===== config.mk =====
export PLATFORM = sky130hd
export DESIGN_NAME = skin_pixel_classifier_top
export DESIGN_NICKNAME = d
export VERILOG_FILES = /design/src/spc_pkg.sv /design/src/spc_color.sv /design/src/spc_chroma.sv /design/src/spc_line.sv /design/src/spc_div.sv /design/src/skin_pixel_classifier_top.sv
export VERILOG_INCLUDE_DIRS = /design/src /design/src/src
export SDC_FILE = /design/constraint.sdc
export NUM_CORES = 2
export LEC_CHECK = 0
export BUFFER_PORTS_ARGS = -buffer_cell sky130_fd_sc_hd__buf_2
export CAP_MARGIN = 20
export CORE_ASPECT_RATIO = 0.6
export CORE_MARGIN = 2
export CORE_UTILIZATION = 48
export DETAILED_ROUTE_END_ITERATION = 6
export SYNTH_ARGS = -nofsm -noshare
export SYNTH_HDL_FRONTEND = slang
export SYNTH_SLANG_ARGS = --single-unit

===== constraint.sdc =====
create_clock -name clk -period 10.5 [get_ports clk]
set_clock_uncertainty 0.15 [all_clocks]
set_input_delay 0.525 -clock clk [delete_from_list [all_inputs] [get_ports clk]]
set_output_delay 0.525 -clock clk [all_outputs]
set_load 0.01 [all_outputs]

===== src/skin_pixel_classifier_top_macros.svh =====
// Assertion helpers, sampled on clk, off during reset.
`ifndef SKIN_PIXEL_CLASSIFIER_TOP_MACROS_SVH
`define SKIN_PIXEL_CLASSIFIER_TOP_MACROS_SVH

// Condition holds in the same cycle as the trigger.
`define SPC_ASSERT_NOW(lbl, ante, cons, msg) \
  lbl: assert property (@(posedge clk) disable iff (!rst_n) (ante) |-> (cons)) \
    else $error(msg);

// Condition holds in the cycle after the trigger.
`define SPC_ASSERT_NEXT(lbl, ante, cons, msg) \
  lbl: assert property (@(posedge clk) disable iff (!rst_n) (ante) |=> (cons)) \
    else $error(msg);

`endif


===== src/spc_pkg.sv =====
`timescale 1ns / 1ps

package spc_pkg;

  localparam int STEPS_PER_STAGE = 3;
  localparam int DIV_STAGES      = 4;
  localparam int PIPE_DEPTH      = 3 + DIV_STAGES + 1;

  localparam int HUE_W = 15;
  localparam int NUM_W = 23;

  localparam logic [HUE_W-1:0] HUE_BELOW_RST = 15'd2259;
  localparam logic [HUE_W-1:0] HUE_ABOVE_RST = 15'd20781;

  localparam logic REG_HUE_BELOW = 1'b0;
  localparam logic REG_HUE_ABOVE = 1'b1;

  // luma, Q.14
  localparam logic [21:0] Y_R   = 22'd4899;
  localparam logic [21:0] Y_G   = 22'd9617;
  localparam logic [21:0] Y_B   = 22'd1868;
  localparam logic [21:0] Y_RND = 22'd8192;

  // chroma, Q.14, offset 128 plus rounding
  localparam logic signed [23:0] CR_K   = 24'sd11682;
  localparam logic signed [23:0] CB_K   = 24'sd9241;
  localparam logic signed [23:0] C_OFS  = 24'sd2105344;

  // hue sector offsets, 1/64 degree
  localparam logic signed [23:0] HUE_SEXT = 24'sd3840;
  localparam logic signed [23:0] HUE_OFS_G = 24'sd7680;
  localparam logic signed [23:0] HUE_OFS_B = 24'sd15360;
  localparam logic signed [23:0] HUE_FULL  = 24'sd23040;

  // rgb rule thresholds
  localparam logic [7:0] R1_MIN     = 8'd95;
  localparam logic [7:0] G1_MIN     = 8'd40;
  localparam logic [7:0] B1_MIN     = 8'd20;
  localparam logic [7:0] SPREAD_MIN = 8'd15;
  localparam logic [7:0] R2_MIN     = 8'd220;
  localparam logic [7:0] G2_MIN     = 8'd210;
  localparam logic [7:0] B2_MIN     = 8'd170;

  // Cr/Cb lines, Q.12
  localparam logic signed [24:0] LN1_A = 25'sd6497;
  localparam logic signed [24:0] LN1_C = 25'sd81920;
  localparam logic signed [24:0] LN2_A = 25'sd1412;
  localparam logic signed [24:0] LN2_C = 25'sd312143;
  localparam logic signed [24:0] LN3_A = -25'sd18699;
  localparam logic signed [24:0] LN3_C = 25'sd960779;
  localparam logic signed [24:0] LN4_A = -25'sd4710;
  localparam logic signed [24:0] LN4_C = 25'sd1235968;
  localparam logic signed [24:0] LN5_A = -25'sd9362;
  localparam logic signed [24:0] LN5_C = 25'sd1772954;

  typedef enum logic [1:0] {
    HUE_R = 2'b00,
    HUE_G = 2'b01,
    HUE_B = 2'b10
  } hsel_t;

  typedef struct packed {
    logic [7:0]        r;
    logic [7:0]        b;
    logic [7:0]        y;
    logic              rgb_ok;
    logic [7:0]        d;
    logic signed [8:0] t;
    hsel_t             sel;
  } color_t;

  typedef struct packed {
    logic [7:0]       cr;
    logic [7:0]       cb;
    logic [NUM_W-1:0] n;
    logic [7:0]       d;
    logic             rgb_ok;
  } chroma_t;

  // st = {remainder, numerator bits left / quotient bits so far}
  typedef struct packed {
    logic [NUM_W-1:0] st;
    logic [7:0]       d;
    logic             ok;
  } div_t;

  function automatic logic [NUM_W-1:0] div_step(input logic [NUM_W-1:0] st,
                                                input logic [7:0] d);
    logic [8:0] t9;
    logic       q;
    logic [7:0] rem;
    t9  = {st[NUM_W-1:HUE_W], st[HUE_W-1]};
    q   = (t9 >= {1'b0, d});
    rem = q ? 8'(t9 - {1'b0, d}) : t9[7:0];
    return {rem, st[HUE_W-2:0], q};
  endfunction

  function automatic logic [NUM_W-1:0] div_steps(input logic [NUM_W-1:0] st,
                                                 input logic [7:0] d);
    logic [NUM_W-1:0] s;
    s = st;
    for (int i = 0; i < STEPS_PER_STAGE; i++) begin
      s = div_step(s, d);
    end
    return s;
  endfunction

endpackage


===== src/spc_color.sv =====
`timescale 1ns / 1ps

module spc_color (
  input  logic            clk,
  input  logic            load,
  input  logic [7:0]      blue,
  input  logic [7:0]      green,
  input  logic [7:0]      red,
  output spc_pkg::color_t stage_o
);
  import spc_pkg::*;

  color_t      stage_r;
  color_t      stage_nxt;
  logic [7:0]  mx;
  logic [7:0]  mn;
  logic [7:0]  drg;
  logic [21:0] ysum;
  logic        rule1;
  logic        rule2;

  always_comb begin
    mx = (red > green) ? red : green;
    mn = (red < green) ? red : green;
    if (blue > mx) mx = blue;
    if (blue < mn) mn = blue;
    drg = (red >= green) ? 8'(red - green) : 8'(green - red);

    rule1 = (red > R1_MIN) && (green > G1_MIN) && (blue > B1_MIN) &&
            (8'(mx - mn) > SPREAD_MIN) && (drg > SPREAD_MIN) &&
            (red > green) && (red > blue);
    rule2 = (red > R2_MIN) && (green > G2_MIN) && (blue > B2_MIN) &&
            (drg <= SPREAD_MIN) && (red > blue) && (green > blue);

    ysum = Y_R * 22'(red) + Y_G * 22'(green) + Y_B * 22'(blue) + Y_RND;

    stage_nxt.r      = red;
    stage_nxt.b      = blue;
    stage_nxt.y      = ysum[21:14];
    stage_nxt.rgb_ok = rule1 || rule2;
    stage_nxt.d      = 8'(mx - mn);
    if (mx == red) begin
      stage_nxt.sel = HUE_R;
    end else if (mx == green) begin
      stage_nxt.sel = HUE_G;
    end else begin
      stage_nxt.sel = HUE_B;
    end
    case (stage_nxt.sel)
      HUE_R:   stage_nxt.t = signed'({1'b0, green} - {1'b0, blue});
      HUE_G:   stage_nxt.t = signed'({1'b0, blue} - {1'b0, red});
      HUE_B:   stage_nxt.t = signed'({1'b0, red} - {1'b0, green});
      default: stage_nxt.t = '0;
    endcase
  end

  always_ff @(posedge clk) begin
    if (load) begin
      stage_r <= stage_nxt;
    end
  end

  assign stage_o = stage_r;

endmodule


===== src/spc_chroma.sv =====
`timescale 1ns / 1ps

module spc_chroma (
  input  logic             clk,
  input  logic             load,
  input  spc_pkg::color_t  stage_i,
  output spc_pkg::chroma_t stage_o
);
  import spc_pkg::*;

  chroma_t            stage_r;
  chroma_t            stage_nxt;
  logic signed [8:0]  rmy;
  logic signed [8:0]  bmy;
  logic signed [23:0] crv;
  logic signed [23:0] cbv;
  logic signed [23:0] tmul;
  logic signed [23:0] kd;
  logic signed [23:0] dx;
  logic signed [23:0] num;

  function automatic logic [7:0] sat8(input logic signed [23:0] v);
    logic [9:0] sh;
    sh = v[23:14];
    if (v < 0) begin
      return 8'd0;
    end else if (sh > 10'd255) begin
      return 8'd255;
    end else begin
      return sh[7:0];
    end
  endfunction

  always_comb begin
    rmy  = signed'({1'b0, stage_i.r} - {1'b0, stage_i.y});
    bmy  = signed'({1'b0, stage_i.b} - {1'b0, stage_i.y});
    crv  = 24'(rmy) * CR_K + C_OFS;
    cbv  = 24'(bmy) * CB_K + C_OFS;

    dx   = signed'({16'b0, stage_i.d});
    tmul = 24'(stage_i.t) * HUE_SEXT;
    case (stage_i.sel)
      HUE_R:   kd = stage_i.t[8] ? dx * HUE_FULL : 24'sd0;
      HUE_G:   kd = dx * HUE_OFS_G;
      HUE_B:   kd = dx * HUE_OFS_B;
      default: kd = 24'sd0;
    endcase
    num = tmul + kd;

    stage_nxt.cr     = sat8(crv);
    stage_nxt.cb     = sat8(cbv);
    stage_nxt.n      = num[NUM_W-1:0] + NUM_W'(stage_i.d[7:1]);
    stage_nxt.d      = stage_i.d;
    stage_nxt.rgb_ok = stage_i.rgb_ok;
  end

  always_ff @(posedge clk) begin
    if (load) begin
      stage_r <= stage_nxt;
    end
  end

  assign stage_o = stage_r;

endmodule


===== src/spc_line.sv =====
`timescale 1ns / 1ps

module spc_line (
  input  logic             clk,
  input  logic             load,
  input  spc_pkg::chroma_t stage_i,
  output spc_pkg::div_t    stage_o
);
  import spc_pkg::*;

  div_t               stage_r;
  div_t               stage_nxt;
  logic signed [24:0] lhs;
  logic signed [24:0] cbx;
  logic               chroma_ok;

  always_comb begin
    lhs = signed'({5'b0, stage_i.cr, 12'b0});
    cbx = signed'({17'b0, stage_i.cb});
    chroma_ok = (lhs <= LN1_A * cbx + LN1_C) &&
                (lhs >= LN2_A * cbx + LN2_C) &&
                (lhs >= LN3_A * cbx + LN3_C) &&
                (lhs <= LN4_A * cbx + LN4_C) &&
                (lhs <= LN5_A * cbx + LN5_C);

    // top numerator bits are already below d, so they seed the remainder
    stage_nxt.st = div_steps(stage_i.n, stage_i.d);
    stage_nxt.d  = stage_i.d;
    stage_nxt.ok = stage_i.rgb_ok && chroma_ok;
  end

  always_ff @(posedge clk) begin
    if (load) begin
      stage_r <= stage_nxt;
    end
  end

  assign stage_o = stage_r;

endmodule


===== src/spc_div.sv =====
`timescale 1ns / 1ps

module spc_div (
  input  logic          clk,
  input  logic          load,
  input  spc_pkg::div_t stage_i,
  output spc_pkg::div_t stage_o
);
  import spc_pkg::*;

  div_t stage_r;
  div_t stage_nxt;

  always_comb begin
    stage_nxt    = stage_i;
    stage_nxt.st = div_steps(stage_i.st, stage_i.d);
  end

  always_ff @(posedge clk) begin
    if (load) begin
      stage_r <= stage_nxt;
    end
  end

  assign stage_o = stage_r;

endmodule


===== src/skin_pixel_classifier_top.sv =====
// Skin pixel classifier.
// Input channel: in_valid/in_stall with in_blue, in_green, in_red, one pixel
// per transfer. Result channel: out_valid/out_stall with out_skin_flag, one
// result per pixel, in order.
// Configuration: APB-style write/read of hue_below_limit at 0x0 and
// hue_above_limit at 0x4 (15 bits each); pready is tied high.
// Throughput: one pixel per cycle while out_stall is low. Each pixel
// passes through the 8-stage pipeline (color, chroma, line tests plus
// three divider steps, four stages of three hue divider steps, output
// register); the hue quotient is resolved three bits per stage.
// Reset (synchronous, rst_n low): all stages empty, limits return to
// 2259 and 20781.
// When the receiver stalls, the result holds on the output; upstream stages
// keep filling empty slots, and in_stall rises only once every stage holds
// a pixel.
`timescale 1ns / 1ps
`include "skin_pixel_classifier_top_macros.svh"

module skin_pixel_classifier_top (
  input  logic        clk,
  input  logic        rst_n,
  input  logic        in_valid,
  output logic        in_stall,
  input  logic [7:0]  in_blue,
  input  logic [7:0]  in_green,
  input  logic [7:0]  in_red,
  output logic        out_valid,
  input  logic        out_stall,
  output logic        out_skin_flag,
  input  logic        cfg_psel,
  input  logic        cfg_penable,
  input  logic        cfg_pwrite,
  input  logic [2:0]  cfg_paddr,
  input  logic [31:0] cfg_pwdata,
  output logic [31:0] cfg_prdata,
  output logic        cfg_pready
);
  import spc_pkg::*;

  logic [PIPE_DEPTH-1:0] vld_r;
  logic [PIPE_DEPTH-1:0] vld_nxt;
  logic [PIPE_DEPTH:0]   rdy;
  logic [HUE_W-1:0]      hue_below_r;
  logic [HUE_W-1:0]      hue_above_r;
  logic                  cfg_wr;
  logic [HUE_W-1:0]      hue;
  logic                  flag_r;
  logic                  flag_nxt;

  color_t  color_s;
  chroma_t chroma_s;
  div_t    div_s [DIV_STAGES+1];

  // stage handshake: a stage loads when empty or when its contents move on
  always_comb begin
    rdy[PIPE_DEPTH] = !out_stall;
    for (int i = PIPE_DEPTH - 1; i >= 0; i--) begin
      rdy[i] = !vld_r[i] || rdy[i+1];
    end
    vld_nxt[0] = rdy[0] ? in_valid : vld_r[0];
    for (int i = 1; i < PIPE_DEPTH; i++) begin
      vld_nxt[i] = rdy[i] ? vld_r[i-1] : vld_r[i];
    end
  end

  always_ff @(posedge clk) begin
    if (!rst_n) begin
      vld_r <= '0;
    end else begin
      vld_r <= vld_nxt;
    end
  end

  assign in_stall  = !rdy[0];
  assign out_valid = vld_r[PIPE_DEPTH-1];

  spc_color u_color (
    .clk     (clk),
    .load    (rdy[0]),
    .blue    (in_blue),
    .green   (in_green),
    .red     (in_red),
    .stage_o (color_s)
  );

  spc_chroma u_chroma (
    .clk     (clk),
    .load    (rdy[1]),
    .stage_i (color_s),
    .stage_o (chroma_s)
  );

  spc_line u_line (
    .clk     (clk),
    .load    (rdy[2]),
    .stage_i (chroma_s),
    .stage_o (div_s[0])
  );

  for (genvar k = 0; k < DIV_STAGES; k++) begin : g_div
    spc_div u_div (
      .clk     (clk),
      .load    (rdy[3+k]),
      .stage_i (div_s[k]),
      .stage_o (div_s[k+1])
    );
  end

  // grey pixel: d is zero, hue is zero
  always_comb begin
    hue      = (div_s[DIV_STAGES].d == 8'd0) ? '0 : div_s[DIV_STAGES].st[HUE_W-1:0];
    flag_nxt = div_s[DIV_STAGES].ok && ((hue < hue_below_r) || (hue > hue_above_r));
  end

  always_ff @(posedge clk) begin
    if (rdy[PIPE_DEPTH-1]) begin
      flag_r <= flag_nxt;
    end
  end

  assign out_skin_flag = flag_r;

  assign cfg_pready = 1'b1;
  assign cfg_wr     = cfg_psel && cfg_penable && cfg_pwrite && cfg_pready;

  always_ff @(posedge clk) begin
    if (!rst_n) begin
      hue_below_r <= HUE_BELOW_RST;
      hue_above_r <= HUE_ABOVE_RST;
    end else if (cfg_wr) begin
      case (cfg_paddr[2])
        REG_HUE_BELOW: hue_below_r <= cfg_pwdata[HUE_W-1:0];
        REG_HUE_ABOVE: hue_above_r <= cfg_pwdata[HUE_W-1:0];
        default: ;
      endcase
    end
  end

  always_comb begin
    case (cfg_paddr[2])
      REG_HUE_BELOW: cfg_prdata = {17'b0, hue_below_r};
      REG_HUE_ABOVE: cfg_prdata = {17'b0, hue_above_r};
      default:       cfg_prdata = '0;
    endcase
  end

  `SPC_ASSERT_NEXT(a_cfg_below, cfg_wr && (cfg_paddr[2] == REG_HUE_BELOW), hue_below_r == $past(cfg_pwdata[HUE_W-1:0]), "hue_below_limit write lost")
  `SPC_ASSERT_NEXT(a_cfg_above, cfg_wr && (cfg_paddr[2] == REG_HUE_ABOVE), hue_above_r == $past(cfg_pwdata[HUE_W-1:0]), "hue_above_limit write lost")
  `SPC_ASSERT_NEXT(a_pipe_adv, vld_r[PIPE_DEPTH-2] && !out_stall, out_valid, "pixel dropped before output stage")
  `SPC_ASSERT_NOW(a_hue_range, vld_r[PIPE_DEPTH-2] && (div_s[DIV_STAGES].d != 8'd0), div_s[DIV_STAGES].st[HUE_W-1:0] <= 15'd23040, "hue quotient out of range")

endmodule


==> impl_metrics.ini <==
[floorplan]
std_cell_rows = 82
die_w_um = 378
io_pins = 102
dieHeight_um = 228
coreArea_mm2 = 0.0833
start_util = 0.483
fp.dieArea_mm2 = 0.0863

[clocking]
cts_sinks = 250
clk_path_buf_depth = 3
htreeDepth = 1
numCtsBuffers = 28
cts_root_buffer = clkbuf_16
cts_tree = done
clk_latency_ns = 0.58
clk_pin_slew_ns = 0.06

[hold_path]
hp-start = cfg_pwdata[3]
holdPathEnd = hue_above_r[3]
whs_path_depth = 3
hold_path.class = primary input to register

[global_routing]
antenna_found_initial = 1
grt_pass1_wl_mm = 161
grt_max_degree = 45
grt_pass1_vias = 29000
grt_overflow = 0
grt_usage = 0.232

[route]
dr.pass1.iters = 7
first_iter_violations = 2250
routed_wirelength_mm = 98.9
viasPerCell = 5.34
wl_per_cell_um = 17.7
via_count = 29900
drc = 0
ant_nets = 0

[worst_setup_path]
crit_family = compound AO/OA/AOI/OAI gates
slowest_stage = nor2_1
timing.rr.start = u_chroma.stage_o[2]
crit_required_ns = 10.65
worstSetupStartpointType = register
worstPathMaxFanout = 13
reg2regPathDepth = 36
max_stage_delay_ns = 0.54
critPathBufInv = 4
cp-end-kind = register
worstReg2RegEnd = u_line.stage_o[30]
crit_type = register to register
cp.arrival_ns = 9.19
r2r_slack_ns = 1.46
crit_top_cell = o21ai_0

[outcome]
status = finished, final reports clean

[finish]
syn2layout_area_growth_pct = 6.48
nNetsFinal = 5621
drive_above_1_share = 0.0467

[sta]
holdWs_ns = 0.0391
final_hold_viol_count = 0
setup_viol = 0
period_share = 0.861
worst_slew_pin_slew_ns = 1.07
max-slew-margin-rel = 0.268
finalCriticalPeriod_ns = 9.04
clock.fmax_mhz = 111
tns_ns = 0
rsz0062_at_grt = false
final-max-slew-violation-count = 0

[place]
gp_congestion = 0.904
hpwl_mm = 81.7
port_buffers = 64

[synth]
synth-edff-count = 212
synth_top_area_cell = ha_1
synth_top_area_share = 0.253
synth_ff_type = edfxtp_1
syn_area_mm2 = 0.0402
seq_area_frac_synth = 0.177
synthCells = 4368
ys_ff_latch = 250
yosysWarnings = 0
synth.area.top_cells = ha_1, edfxtp_1, fa_1
synth_async_sr_flop_share = 0
syn_avg_cell_area_um2 = 9.21
synthDistinctLibCells = 95

[flow_run]
maxCapViolCount = 0
## worst reg2reg max path: cells and delay by family (launching register included)
family | cells | cell delay (ns)
AO/OA/AOI/OAI | 24 | 5.50
AND/OR/NAND/NOR | 5 | 1.01
adder cells (fa/ha/maj) | 3 | 0.88
buffers and inverters | 4 | 0.78
flip-flops | 1 | 0.44
## through the flow
step / setup slack (ns) / std cells / area (um^2) / utilization
floorplan: 2.61 / 4384 / 40300 / -
global placement: 1.47 / 5531 / 41900 / 0.502
detailed placement: 1.49 / 5531 / 41900 / 0.502
CTS: 1.72 / 5583 / 42800 / 0.513
global route: 0.877 / 5586 / 42900 / 0.514
finish: 1.46 / 5587 / 42900 / 0.514
## how the worst max path moves through the flow
stage,startpoint,end,slack (ns),depth (start not counted)
floorplan,in_blue[6],u_color.stage_o[27],2.61,31
global placement,in_blue[6],u_color.stage_o[27],1.47,32
detailed placement,in_blue[6],u_color.stage_o[27],1.49,32
CTS,u_chroma.stage_o[33],u_line.stage_o[0],1.72,27
global route,u_chroma.stage_o[2],u_line.stage_o[31],0.88,36
finish,u_chroma.stage_o[2],u_line.stage_o[30],1.46,36
## registers in the layout (all words and copies together), names as in the netlist
register             cells
hue_below_r             15
g_div.u_div.stage_o    103
u_color.stage_o         44
hue_above_r             15
u_chroma.stage_o        40
u_line.stage_o          24
vld_r                    8
out_skin_flag            1
## cells in the final DEF (no fill, tap or decap), types with 44 or more instances in the layout
master | netlist | final
o21ai_0 | 168 | 168
nand3_1 | 51 | 51
nor2_1 | 186 | 186
buf_2 | 14 | 64
mux2i_1 | 56 | 56
a21o_1 | 91 | 91
o21a_1 | 65 | 65
nand2_1 | 239 | 238
ha_1 | 814 | 814
xor2_1 | 94 | 94
xnor2_1 | 195 | 195
nor2b_1 | 52 | 52
fa_1 | 309 | 309
inv_1 | 849 | 848
edfxtp_1 | 212 | 212
o21bai_1 | 45 | 45
a21oi_1 | 252 | 252
nand4_1 | 44 | 44
## cell usage after synthesis, types with 9 or more instances
cell and instances:
inv_1 849, ha_1 814, fa_1 309, a21oi_1 252
nand2_1 239, edfxtp_1 212, xnor2_1 195, nor2_1 186
o21ai_0 168, xor2_1 94, a21o_1 91, o21a_1 65
mux2i_1 56, nor2b_1 52, nand3_1 51, o21bai_1 45
nand4_1 44, clkbuf_1 39, nor3_1 39, dfxtp_1 38
a21boi_0 36, and2_1 36, nand2b_1 30, o211ai_1 29
nor4_1 27, mux2_2 23, and3_1 22, a31oi_1 21
buf_4 20, a211oi_1 18, o31ai_1 17, a221o_1 15
buf_2 14, o22ai_1 14, or2_2 14, a22oi_1 11
nor3b_1 10, o21ai_1 10, or3_1 9
## per-layer routing
| layer | vias to the layer above | track usage | part of all wire |
|---|---|---|---|
| met3 | 64 | 0.0349 | 0.065 |
| li1 | 15000 | - | - |
| met1 | 14100 | 0.392 | 0.55 |
| met4 | 0 | 0.0222 | 0.0097 |
| met5 | - | 0 | 0 |
| met2 | 690 | 0.312 | 0.37 |
## layout make-up
class	count	area, um^2
Clock inverter	18	111
Tap cell	1134	1420
Inverter	852	3200
Antenna cell	1	2.50
Timing Repair Buffer	95	618
Fill cell	7848	40500
Clock buffer	32	779
Sequential cell	250	7130
Multi-Input combinational cell	3205	29600
## kinds of logic (layout without fill, tap and decap cells)
family / after synthesis / in the layout / share of synthesized area
muxes: 81 / 81 / 0.0212
DFF: 250 / 250 / 0.177
xor gates and xnor gates: 289 / 289 / 0.0629
other: 2 / 19 / 0.000187
and+or+nand+nor: 797 / 797 / 0.0976
AOI/OAI and AO/OA: 897 / 897 / 0.145
adders and majority gates: 1123 / 1123 / 0.407
buffers and inverters: 929 / 997 / 0.0890
## what timing repair did
action / 4_1_cts / 5_1_grt
endpoints found under the hold margin: 2 / 0
setup buffers: 0 / 0
resized for setup: 0 / 0
hold buffers: 2 / 0
Power is not shown: default switching activity piles up to over one toggle a cycle in this logic, so the estimate is an artifact.
